==> config.mk <==
export PLATFORM = sky130hd
export DESIGN_NAME = csd_exec
export DESIGN_NICKNAME = d
export VERILOG_FILES = /design/src/rtl/csd_pkg.sv /design/src/rtl/csd_exec.sv
export SDC_FILE = /design/constraint.sdc
export NUM_CORES = 1
export LEC_CHECK = 0
export CAP_MARGIN = 5
export CORE_UTILIZATION = 40
export CTS_CLUSTER_DIAMETER = 120
export DETAILED_ROUTE_END_ITERATION = 12
export DONT_BUFFER_PORTS = 1
export PLACE_DENSITY = 0.61
export SLEW_MARGIN = 0
export SYNTH_ARGS = -nofsm -noshare
export SYNTH_HDL_FRONTEND = slang
export SYNTH_SLANG_ARGS = --single-unit
==> constraint.sdc <==
create_clock -name clk -period 9.79 [get_ports clk]
set_input_delay 1.958 -clock clk [delete_from_list [all_inputs] [get_ports clk]]
set_output_delay 1.958 -clock clk [all_outputs]
set_load 0.03 [all_outputs]
==> src/rtl/csd_pkg.sv <==
// ----------------------------------------------------------------------------
// csd_pkg
// Shared types and constants of the control sequencer dispatch core.
// ----------------------------------------------------------------------------
package csd_pkg;

    localparam int PROG_DEPTH = 256;
    localparam int SLOT_COUNT = 16;
    localparam int ADDR_W     = $clog2(PROG_DEPTH);
    localparam int PC_W       = $clog2(PROG_DEPTH + 1);
    localparam int SLOT_W     = 4;
    localparam int CONN_W     = 5;
    localparam int LEN_W      = 9;
    localparam int WAIT_W     = 27;
    localparam int PORT_W     = 9;
    localparam int WORD_W     = 32;

    localparam logic [1:0] KIND_FWD  = 2'd0;
    localparam logic [1:0] KIND_ACT  = 2'd1;
    localparam logic [1:0] KIND_HALT = 2'd2;
    localparam logic [1:0] KIND_ERR  = 2'd3;

    localparam logic [2:0] ERR_NONE    = 3'd0;
    localparam logic [2:0] ERR_OVERRUN = 3'd1;
    localparam logic [2:0] ERR_UNIMPL  = 3'd2;
    localparam logic [2:0] ERR_MODE    = 3'd3;
    localparam logic [2:0] ERR_SLOT    = 3'd4;

    localparam logic [2:0] OPC_HALT = 3'd0;
    localparam logic [2:0] OPC_WAIT = 3'd1;
    localparam logic [2:0] OPC_ACT  = 3'd2;
    localparam logic [2:0] OPC_CALC = 3'd3;
    localparam logic [2:0] OPC_BRN  = 3'd4;

    localparam logic [1:0] CFG_PROGRAM_LENGTH  = 2'd0;
    localparam logic [1:0] CFG_CONNECTED_SLOTS = 2'd1;

    typedef enum logic [1:0] {
        ST_IDLE,
        ST_DECODE,
        ST_ACT,
        ST_FAIL
    } state_t;

    typedef struct packed {
        logic [LEN_W-1:0]  prog_len;
        logic [CONN_W-1:0] conn;
    } cfg_t;

    typedef struct packed {
        logic              wr_en;
        logic              rd_en;
        logic [ADDR_W-1:0] addr;
        logic [WORD_W-1:0] wdata;
    } mem_req_t;

    typedef struct packed {
        logic [1:0]        kind;
        logic [SLOT_W-1:0] slot;
        logic [WORD_W-1:0] word;
        logic [PORT_W-1:0] port;
        logic [2:0]        err;
        logic              last;
    } result_t;

endpackage

==> src/rtl/csd_exec.sv <==
// ----------------------------------------------------------------------------
// csd_exec
// Sequencer: fetch, decode, activation fan-out and the result register.
// ----------------------------------------------------------------------------
module csd_exec
(
    input  logic                        clk,
    input  logic                        rst_n,
    input  logic                        in_valid,
    output logic                        in_ready,
    input  logic                        in_op,
    input  logic [7:0]                  in_addr,
    input  logic [csd_pkg::WORD_W-1:0]  in_word,
    input  csd_pkg::cfg_t               cfg,
    output csd_pkg::mem_req_t           mem_req,
    input  logic [csd_pkg::WORD_W-1:0]  mem_rdata,
    output logic                        out_valid,
    input  logic                        out_ready,
    output csd_pkg::result_t            out_res
);

    csd_pkg::state_t                state_reg, state_next;
    logic [csd_pkg::PC_W-1:0]       pc_reg, pc_next;
    logic [csd_pkg::WAIT_W-1:0]     wait_reg, wait_next;
    logic                           stopped_reg, stopped_next;
    logic [csd_pkg::SLOT_COUNT-1:0] mask_reg, mask_next;
    logic                           fixed_port_reg, fixed_port_next;
    logic [7:0]                     param_reg, param_next;
    logic [2:0]                     err_reg, err_next;
    logic                           out_valid_reg, out_valid_next;
    csd_pkg::result_t               res_reg;

    logic                           emit;
    csd_pkg::result_t               emit_res;
    logic                           out_free;
    logic [31:0]                    len_eff;
    logic [csd_pkg::CONN_W-1:0]     conn_eff;
    logic [31:0]                    load_addr_ext;
    logic [2:0]                     opc;
    logic [csd_pkg::SLOT_W-1:0]     word_slot;
    logic [csd_pkg::SLOT_COUNT-1:0] word_mask;
    logic [3:0]                     word_mode;
    logic [csd_pkg::SLOT_W-1:0]     act_idx;
    logic [csd_pkg::SLOT_COUNT-1:0] act_rest;

    assign out_free      = !out_valid_reg || out_ready;
    assign len_eff       = (32'(cfg.prog_len) > 32'(csd_pkg::PROG_DEPTH))
                           ? 32'(csd_pkg::PROG_DEPTH) : 32'(cfg.prog_len);
    assign conn_eff      = (cfg.conn > csd_pkg::CONN_W'(csd_pkg::SLOT_COUNT))
                           ? csd_pkg::CONN_W'(csd_pkg::SLOT_COUNT) : cfg.conn;
    assign load_addr_ext = 32'(in_addr);
    assign opc           = mem_rdata[30:28];
    assign word_slot     = mem_rdata[27:24];
    assign word_mask     = mem_rdata[12 +: csd_pkg::SLOT_COUNT];
    assign word_mode     = mem_rdata[11:8];

    // lowest pending activation
    always_comb
    begin
        act_idx = '0;
        for (int i = csd_pkg::SLOT_COUNT - 1; i >= 0; i--)
        begin
            if (mask_reg[i])
            begin
                act_idx = csd_pkg::SLOT_W'(i);
            end
        end
        act_rest          = mask_reg;
        act_rest[act_idx] = 1'b0;
    end

    always_comb
    begin
        state_next      = state_reg;
        pc_next         = pc_reg;
        wait_next       = wait_reg;
        stopped_next    = stopped_reg;
        mask_next       = mask_reg;
        fixed_port_next = fixed_port_reg;
        param_next      = param_reg;
        err_next        = err_reg;
        emit            = 1'b0;
        emit_res        = '0;
        mem_req         = '0;
        in_ready        = 1'b0;

        case (state_reg)
            csd_pkg::ST_IDLE:
            begin
                in_ready = 1'b1;
                if (in_valid)
                begin
                    if (!in_op)
                    begin
                        mem_req.wr_en = (load_addr_ext < 32'(csd_pkg::PROG_DEPTH));
                        mem_req.addr  = load_addr_ext[csd_pkg::ADDR_W-1:0];
                        mem_req.wdata = in_word;
                    end
                    else if (!stopped_reg)
                    begin
                        if (wait_reg != '0)
                        begin
                            wait_next = wait_reg - csd_pkg::WAIT_W'(1);
                        end
                        else if (32'(pc_reg) >= len_eff)
                        begin
                            err_next   = csd_pkg::ERR_OVERRUN;
                            mask_next  = '0;
                            state_next = csd_pkg::ST_FAIL;
                        end
                        else
                        begin
                            mem_req.rd_en = 1'b1;
                            mem_req.addr  = pc_reg[csd_pkg::ADDR_W-1:0];
                            state_next    = csd_pkg::ST_DECODE;
                        end
                    end
                end
            end

            csd_pkg::ST_DECODE:
            begin
                if (out_free)
                begin
                    state_next    = csd_pkg::ST_IDLE;
                    emit_res.last = 1'b1;
                    if (mem_rdata[31])
                    begin
                        emit = 1'b1;
                        if ({1'b0, word_slot} >= conn_eff)
                        begin
                            emit_res.kind = csd_pkg::KIND_ERR;
                            emit_res.err  = csd_pkg::ERR_SLOT;
                            emit_res.slot = word_slot;
                            stopped_next  = 1'b1;
                        end
                        else
                        begin
                            emit_res.kind = csd_pkg::KIND_FWD;
                            emit_res.slot = word_slot;
                            emit_res.word = mem_rdata;
                            pc_next       = pc_reg + csd_pkg::PC_W'(1);
                        end
                    end
                    else
                    begin
                        case (opc)
                            csd_pkg::OPC_HALT:
                            begin
                                emit          = 1'b1;
                                emit_res.kind = csd_pkg::KIND_HALT;
                                stopped_next  = 1'b1;
                                pc_next       = pc_reg + csd_pkg::PC_W'(1);
                            end
                            csd_pkg::OPC_WAIT:
                            begin
                                if (!mem_rdata[27])
                                begin
                                    wait_next = mem_rdata[csd_pkg::WAIT_W-1:0];
                                end
                                pc_next = pc_reg + csd_pkg::PC_W'(1);
                            end
                            csd_pkg::OPC_ACT:
                            begin
                                if (word_mask == '0)
                                begin
                                    pc_next = pc_reg + csd_pkg::PC_W'(1);
                                end
                                else if (word_mode > 4'd1)
                                begin
                                    emit          = 1'b1;
                                    emit_res.kind = csd_pkg::KIND_ERR;
                                    emit_res.err  = csd_pkg::ERR_MODE;
                                    stopped_next  = 1'b1;
                                end
                                else
                                begin
                                    mask_next       = word_mask;
                                    fixed_port_next = word_mode[0];
                                    param_next      = mem_rdata[7:0];
                                    state_next      = csd_pkg::ST_ACT;
                                end
                            end
                            csd_pkg::OPC_CALC, csd_pkg::OPC_BRN:
                            begin
                                emit          = 1'b1;
                                emit_res.kind = csd_pkg::KIND_ERR;
                                emit_res.err  = csd_pkg::ERR_UNIMPL;
                                stopped_next  = 1'b1;
                            end
                            default:
                            begin
                                pc_next = pc_reg + csd_pkg::PC_W'(1);
                            end
                        endcase
                    end
                end
            end

            csd_pkg::ST_ACT:
            begin
                if (out_free)
                begin
                    emit = 1'b1;
                    if ({1'b0, act_idx} >= conn_eff)
                    begin
                        emit_res.kind = csd_pkg::KIND_ERR;
                        emit_res.err  = csd_pkg::ERR_SLOT;
                        emit_res.slot = act_idx;
                        emit_res.last = 1'b1;
                        stopped_next  = 1'b1;
                        state_next    = csd_pkg::ST_IDLE;
                    end
                    else
                    begin
                        emit_res.kind = csd_pkg::KIND_ACT;
                        emit_res.slot = act_idx;
                        emit_res.port = fixed_port_reg ? csd_pkg::PORT_W'(param_reg)
                                        : csd_pkg::PORT_W'(param_reg)
                                          + csd_pkg::PORT_W'(act_idx);
                        emit_res.last = (act_rest == '0);
                        mask_next     = act_rest;
                        if (act_rest == '0)
                        begin
                            pc_next    = pc_reg + csd_pkg::PC_W'(1);
                            state_next = csd_pkg::ST_IDLE;
                        end
                    end
                end
            end

            csd_pkg::ST_FAIL:
            begin
                if (out_free)
                begin
                    emit          = 1'b1;
                    emit_res.kind = csd_pkg::KIND_ERR;
                    emit_res.err  = err_reg;
                    emit_res.last = 1'b1;
                    stopped_next  = 1'b1;
                    state_next    = csd_pkg::ST_IDLE;
                end
            end

            default:
            begin
                state_next = csd_pkg::ST_IDLE;
            end
        endcase
    end

    always_comb
    begin
        if (emit)
        begin
            out_valid_next = 1'b1;
        end
        else if (out_ready)
        begin
            out_valid_next = 1'b0;
        end
        else
        begin
            out_valid_next = out_valid_reg;
        end
    end

    always_ff @(posedge clk or negedge rst_n)
    begin
        if (!rst_n)
        begin
            state_reg     <= csd_pkg::ST_IDLE;
            pc_reg        <= '0;
            wait_reg      <= '0;
            stopped_reg   <= 1'b0;
            mask_reg      <= '0;
            out_valid_reg <= 1'b0;
        end
        else
        begin
            state_reg     <= state_next;
            pc_reg        <= pc_next;
            wait_reg      <= wait_next;
            stopped_reg   <= stopped_next;
            mask_reg      <= mask_next;
            out_valid_reg <= out_valid_next;
        end
    end

    always_ff @(posedge clk)
    begin
        fixed_port_reg <= fixed_port_next;
        param_reg      <= param_next;
        err_reg        <= err_next;
        if (emit)
        begin
            res_reg <= emit_res;
        end
    end

    assign out_valid = out_valid_reg;
    assign out_res   = res_reg;

endmodule

# Yosys cells after proc, flatten, opt, wreduce, memory -nomap -nowiden
# Index checks and enable logic that the tools add are counted.
classes:
  n_mux: 120
  add_sub_neg: 3
  magnitude_cmp: 9
  reduce_logical: 26
  n_eq_ne: 33
  n_bitwise: 8
ops:
  columns: ["operator", "n"]
  rows:
  - ["$mux W27", 8]
  - ["$mux W16", 12]
  - ["$mux W9", 12]
  - ["$mux W42", 2]
  - ["$mux W4", 18]
  - ["$mux W32", 2]
  - ["$pmux W27 S2", 1]
  - ["$pmux W16 S3", 1]
  - ["$mux W2", 21]
  - ["$mux W38", 1]
  - ["$mux W36", 1]
  - ["$pmux W9 S2", 2]
  - ["$logic_not A16 Y1", 2]
  - ["$ne A2 B2 Y1 const B", 16]
  - ["$reduce_bool A27 Y1", 1]
  - ["$sub A27 B1 Y27 const B", 1]
  - ["$mux W1", 20]
  - ["$mux W6", 3]
  - ["$reduce_and A9 Y1", 2]
  - ["$and A16 B16 Y16", 1]
  - ["$not A16 Y16", 1]
  - ["$reduce_and A8 Y1", 2]
  - ["$reduce_and A13 Y1", 1]
  - ["$ne A3 B3 Y1 const B", 4]
  - ["42 further kinds", 64]
word_totals:
  reg_bits: 116
  output_inout_bits: 95
  in_bits: 91
  wordCells: 215

# Logic depth before layout (Yosys ltp)
# Gate-level depths: netlist of the first run.
depth:
  ltp_word: 27
  mapped_depth: 16
  ltp_nobuf: 15

# Worst setup path after synthesis of the first run
# OpenSTA, ideal clock, no wires.
synth_path:
  kind: "input to output"
  from: "input cfg[5] in the netlist's numbering"
  to: "output mem_req[32] in the netlist's numbering"
  slack_ns: 3.555
  cell_stages: 10
  path_buffers: 0
  required_time_ns: 7.832
  arrival_ns: 4.277
  cell_sequence: "nor2b_1 ha_1 nand2b_1 a21o_1 a21oi_1 o211ai_1 a31oi_1 inv_1 nor4b_4 a22o_1"
synth_rtl:
  columns: ["element", "line", "rtl"]
  rows:
  - ["start, declared", "csd_exec.sv:14", "input csd_pkg::cfg_t cfg,"]
  - ["end, declared", "csd_exec.sv:15", "output csd_pkg::mem_req_t mem_req,"]

==> flow_metrics.py, run 1 <==
metrics = {
    "logic_synthesis": {
        "ys_dominant_reg_cell": "edfxtp_1",
        "synth-edff-count": 60,
        "yosysSeqAreaShare": 0.454,
        "synthArstFlopShare": 0.483,
        "synth_area_leaders": "edfxtp_1, dfrtp_1, ha_1",
        "yosysTopAreaCell": "edfxtp_1",
        "ys_seq_elements": 116,
        "avgSynthCellArea_um2": 9.34,
        "yosys-top-cells-count": "nor2_1, edfxtp_1, o21ai_0, dfrtp_1",
        "synthesis.area_um2": 7060,
        "synthCells": 756,
        "yosysMostFrequentCell": "nor2_1",
        "synth_warnings": 0,
        "synth_fp_nets": 876,
        "synth_cell_types": 75,
        "synth_top_area_share": 0.255,
    },
    "route": {
        "highest_layer": "met4",
        "drc": 0,
        "routedWlPerCell_um": 20.9,
        "wl_met1_um": 7870,
        "first_pass_iters": 5,
        "vias_per_cell": 6.07,
        "antenna_left": 0,
        "first_iter_violations": 687,
        "wl_met2_um": 9920,
        "wl_met3_um": 1850,
        "wirelength_um": 20500,
        "vias": 5965,
    },
    "timing": {
        "finalHoldViolCount": 0,
        "tightest_slew_ns": 1.04,
        "setup-tns-final_ns": 0,
        "period_share": 0.670,
        "slew-limit-headroom": 0.303,
        "rsz0062_at_grt": "no",
        "fmax_ghz": 0.152,
        "setup_viol": 0,
        "finalWorstSetupSlack_ns": 3.23,
        "min_period_ns": 6.56,
        "fin_skew_ns": 0.0114,
        "maxSlewViolCount": 0,
    },
    "clock_network": {
        "cts_buffers": 17,
        "cts_max_path_buffers": 2,
        "ctsResizeCount": 0,
        "clk_pin_slew_worst_paths_ns": 0.05,
        "ctsHoldBuffers": 0,
        "clk_latency_ns": 0.43,
        "cts_tree": "yes",
        "post_cts_buffers": 0,
        "cts-root-buf": "clkbuf_16",
        "clock_sinks": 116,
        "cts_max_level": 4,
    },
    "flow_run": {
        "max-cap-violations": 0,
    },
    "finish": {
        "drive_gt1_frac": 0.0808,
        "nets": 862,
        "fill_cells": 1604,
        "largest_reg_flops": 51,
        "syn2layout_area_growth_pct": 11.2,
    },
    "floorplanning": {
        "coreArea_um2": 17200,
        "start_util": 0.409,
        "die_area_um2": 18200,
        "rows": 48,
        "die_w_um": 135,
        "ios": 186,
        "die_h_um": 135,
    },
    "global_route": {
        "grt_remaining_overflow": 0,
        "antenna_found_initial": 2,
        "grt_max_degree": 57,
        "grt_pass1_vias": 5641,
        "grt_first_pass_wirelength_um": 31200,
        "track_usage": 0.230,
    },
    "worst_setup_path": {
        "crit_path_end_kind": "output port",
        "r2r_slack_ns": 5.69,
        "path_max_fanout": 9,
        "cpMaxStageDelayCell": "nor4b_4",
        "crit_family": "compound AO/OA/AOI/OAI gates",
        "startpoint": "cfg[13]",
        "cp.arrival_ns": 4.60,
        "worstPathCellList": "clkinv_1 > nand2_1 > ha_1 > a21o_1 > a21oi_1 > o211ai_1 > a31oi_1 > inv_1 > nor4b_4 > a22o_1",
        "path_buf_inv": 2,
        "crit_type": "in -> out",
        "cpPeakStageDelay_ns": 0.82,
        "crit_cells": 10,
        "crit_path_start_kind": "primary input",
        "required_ns": 7.83,
        "r2r_start": "mask_reg[12]",
        "rr_worst_depth": 12,
    },
    "hold_path": {
        "holdCritStartpoint": "stopped_reg",
        "hold_path.class": "reg -> reg",
        "min_path_cells": 1,
    },
    "place": {
        "post-place-ws_ns": 3.21,
        "dp_hpwl_um": 15400,
        "port_buffers": 0,
        "gp_congestion": 0.900,
    },
    "run_status": {
        "outcome": "finished, final reports clean",
    },
    "power": {
        "powerDensity_nw_per_um2": 154,
        "vdd_drop_max_mv": 0.127,
        "p_leak_nw": 2.73,
        "power_mw": 1.21,
    },
}
worst paths after layout:
| path | end |
|---|---|
| setup / recovery | mem_req[36] |
| hold reg to reg | stopped_reg |
| min in group asynchronous | wait_reg[9] |
| hold / removal | stopped_reg |
| max in group asynchronous | mask_reg[14] |
| setup reg to reg | pc_reg[7] |
layer usage:
metal | up-vias | track usage
met5 | - | 0
met4 | 0 | 0.120
met3 | 63 | 0.0653
met2 | 335 | 0.380
met1 | 2824 | 0.271
li1 | 2743 | -
cells by family (layout without fill, tap and decap cells):
kind of cell / count (synthesis) / count (layout) / share of synthesized area
fa+ha+maj: 30 / 30 / 0.0539
simple gates: 314 / 314 / 0.245
other cells: 0 / 2 / 0
mux: 3 / 3 / 0.00443
compound gates: 204 / 204 / 0.182
xor+xnor: 14 / 14 / 0.0174
flops: 116 / 116 / 0.454
buf+inv: 75 / 74 / 0.0438
through the flow:
step / instance area, um2 / hold slack (ns) / util / cells
finish: 7850 / 0.468 / 0.455 / 982
global route: 7850 / 0.488 / 0.455 / 982
CTS: 7840 / 0.471 / 0.455 / 980
detailed placement: 7230 / 0.459 / 0.419 / 948
global placement: 7230 / 0.459 / 0.419 / 948
floorplan: 7060 / 0.435 / - / 756
cell type report:
cell class / instances / area (um2) / area share
multi-input combinational: 565 / 3560 / 0.454
sequential: 116 / 3200 / 0.408
clock buffer: 19 / 433 / 0.0552
tap: 225 / 282 / 0.0359
clock inverter: 13 / 184 / 0.0234
inverter: 36 / 138 / 0.0175
timing repair buffer: 6 / 45.0 / 0.00574
antenna: 2 / 5.00 / 0.000638
power breakdown:
group	leakage (nW)	switching [mW]	internal (mW)	total, mW
clock	0.295	0.233	0.426	0.658
sequential	1.07	0	0.511	0.511
combinational	1.36	0.0302	0.0107	0.0409
placed cells by master, fill, tap and decap left out, types with 17 or more instances in the layout:
master and count:
o21ai_0 58, and2_1 54, edfxtp_1 60, clkbuf_16 17, nor3_1 37, inv_1 34, ha_1 28, nand2_1 47
nand3_1 26, nor2_1 69, a21oi_1 53, dfrtp_1 56
(Power assumes the default switching activity.)
==> run 2, diff against run 1 <==
Clock period 9.79 ns to 6.2 ns, I/O delays scaled along.
==> run 2 against run 1 <==
Net effect: total power rose by 50%; combinational power up 57%; critical path depth did not move; utilization decreased by 0.29 points; count of clock-buffer cells in the layout fell by 1; sequential share of layout area rose by 0.26 points; sequential power rose by 58%; clock power increased by 44%; setup slack worse by 2.1 ns; global-route usage grew 0.18 points; first-iteration DRC count down 24%; critical path type unchanged; largest power group unchanged; highest routed layer unchanged.
==> flow_metrics.py, run 2 (synthesis results as in run 1) <==
metrics = {
    "clock_network": {
        "cts_buffers": 17,
        "cts_tree": "yes",
        "clk_pin_slew_worst_paths_ns": 0.05,
        "clk_latency_ns": 0.42,
        "clock_sinks": 116,
        "post_cts_buffers": 0,
        "cts_max_path_buffers": 2,
        "cts-root-buf": "clkbuf_16",
        "ctsResizeCount": 0,
        "ctsHoldBuffers": 0,
        "cts_max_level": 4,
    },
    "place": {
        "port_buffers": 0,
        "gp_congestion": 0.909,
        "dp_hpwl_um": 15400,
        "placed_area_um2": 7230,
        "post-place-ws_ns": 1.06,
    },
    "power": {
        "p_leak_nw": 2.70,
        "powerDensity_nw_per_um2": 233,
        "vdd_drop_max_mv": 0.192,
    },
    "global_route": {
        "antenna_found_initial": 2,
        "grt_max_degree": 57,
        "grt_first_pass_wirelength_um": 31300,
        "grt_pass1_vias": 5548,
        "track_usage": 0.231,
        "grt_remaining_overflow": 0,
    },
    "worst_setup_path": {
        "timing.rr.end": "pc_reg[8]",
        "rr_worst_depth": 15,
        "crit_path_start_kind": "primary input",
        "r2r_slack_ns": 2.15,
        "crit_path_end_kind": "output port",
        "required_ns": 4.96,
        "cp.arrival_ns": 3.86,
        "path_max_fanout": 9,
        "crit_type": "in -> out",
        "r2r_start": "mask_reg[11]",
    },
    "floorplanning": {
        "die_w_um": 135,
        "die_h_um": 135,
        "start_util": 0.409,
        "coreArea_um2": 17200,
        "ios": 186,
        "die_area_um2": 18200,
        "rows": 48,
    },
    "route": {
        "drc": 0,
        "first_iter_violations": 521,
        "routedWlPerCell_um": 20.7,
        "antenna_left": 0,
        "vias": 5844,
        "wirelength_um": 20300,
        "first_pass_iters": 5,
        "vias_per_cell": 5.95,
    },
    "hold_path": {
        "holdCritStartpoint": "stopped_reg",
        "min_path_cells": 1,
        "min_to": "stopped_reg",
        "hold_path.class": "reg -> reg",
    },
    "timing": {
        "tightest_slew_ns": 1.08,
        "setup_viol": 0,
        "finalHoldViolCount": 0,
        "period_share": 0.822,
        "rsz0062_at_grt": "no",
        "slew-limit-headroom": 0.274,
        "fin_skew_ns": 0.00697,
        "holdWs_ns": 0.474,
        "fmax_ghz": 0.196,
        "setup-tns-final_ns": 0,
        "finalWorstSetupSlack_ns": 1.10,
        "maxSlewViolCount": 0,
        "min_period_ns": 5.10,
    },
    "finish": {
        "largest_reg_flops": 51,
        "drive_gt1_frac": 0.0808,
        "syn2layout_area_growth_pct": 10.5,
        "final_common_cell": "nor2_1",
        "fin_util": 0.452,
        "nets": 862,
        "layout_common_cells": "nor2_1, edfxtp_1, o21ai_0",
        "final_area_um2": 7800,
    },
    "flow_run": {
        "max-cap-violations": 0,
    },
    "run_status": {
        "outcome": "finished, final reports clean",
    },
}
## run 2: how the worst max path moves through the flow
| stage | from | endpoint | slack, ns | cells after the start |
|---|---|---|---|---|
| 2_1_floorplan | out_ready | out_res[0] | 1.26 | 6 |
| 3_3_place_gp | cfg[5] | mem_req[33] | 1.16 | 10 |
| 3_5_place_dp | cfg[13] | mem_req[36] | 1.06 | 10 |
| 4_1_cts | cfg[13] | mem_req[36] | 1.06 | 10 |
| 5_1_grt | cfg[13] | mem_req[36] | 0.88 | 10 |
| 6_report | cfg[13] | mem_req[36] | 1.10 | 10 |
## run 2: worst max-delay path, cell delays in order
cell      delay (ns)
clkinv_1        0.16
nand2_1         0.12
ha_1            0.26
a21o_1          0.18
a21oi_1         0.13
o211ai_1        0.09
a31oi_1         0.29
inv_1           0.12
nor4b_4         0.80
a22o_1          0.46
## run 2: where the power goes
group / leakage (nW) / internal (mW) / switching (mW) / total [mW]
clock: 0.263 / 0.586 / 0.359 / 0.945
sequential: 1.07 / 0.806 / 0 / 0.806
combinational: 1.36 / 0.0170 / 0.0474 / 0.0644
## run 2: layer usage
metal  share of wire  global-route usage  up-vias
li1                -                   -     2727
met2            0.49               0.379      268
met5               0                   0        -
met4           0.035               0.118        0
met1            0.40               0.275     2806
met3           0.080              0.0702       43
## run 2: area by class of cell
class                           instances  area [um2]
Clock inverter                         14         138
Timing Repair Buffer                    6        45.0
Inverter                               36         138
Clock buffer                           18         429
Tap cell                              225         282
Sequential cell                       116        3200
Antenna cell                            2        5.00
Fill cell                            1603        9440
Multi-Input combinational cell        565        3560
## run 2: through the flow
| stage | power [mW] | std cells |
|---|---|---|
| after floorplan | 0.876 | 756 |
| after global placement | 0.884 | 948 |
| after detailed placement | 0.885 | 948 |
| after CTS | 1.83 | 980 |
| after global routing | 1.87 | 982 |
| final | 1.82 | 982 |
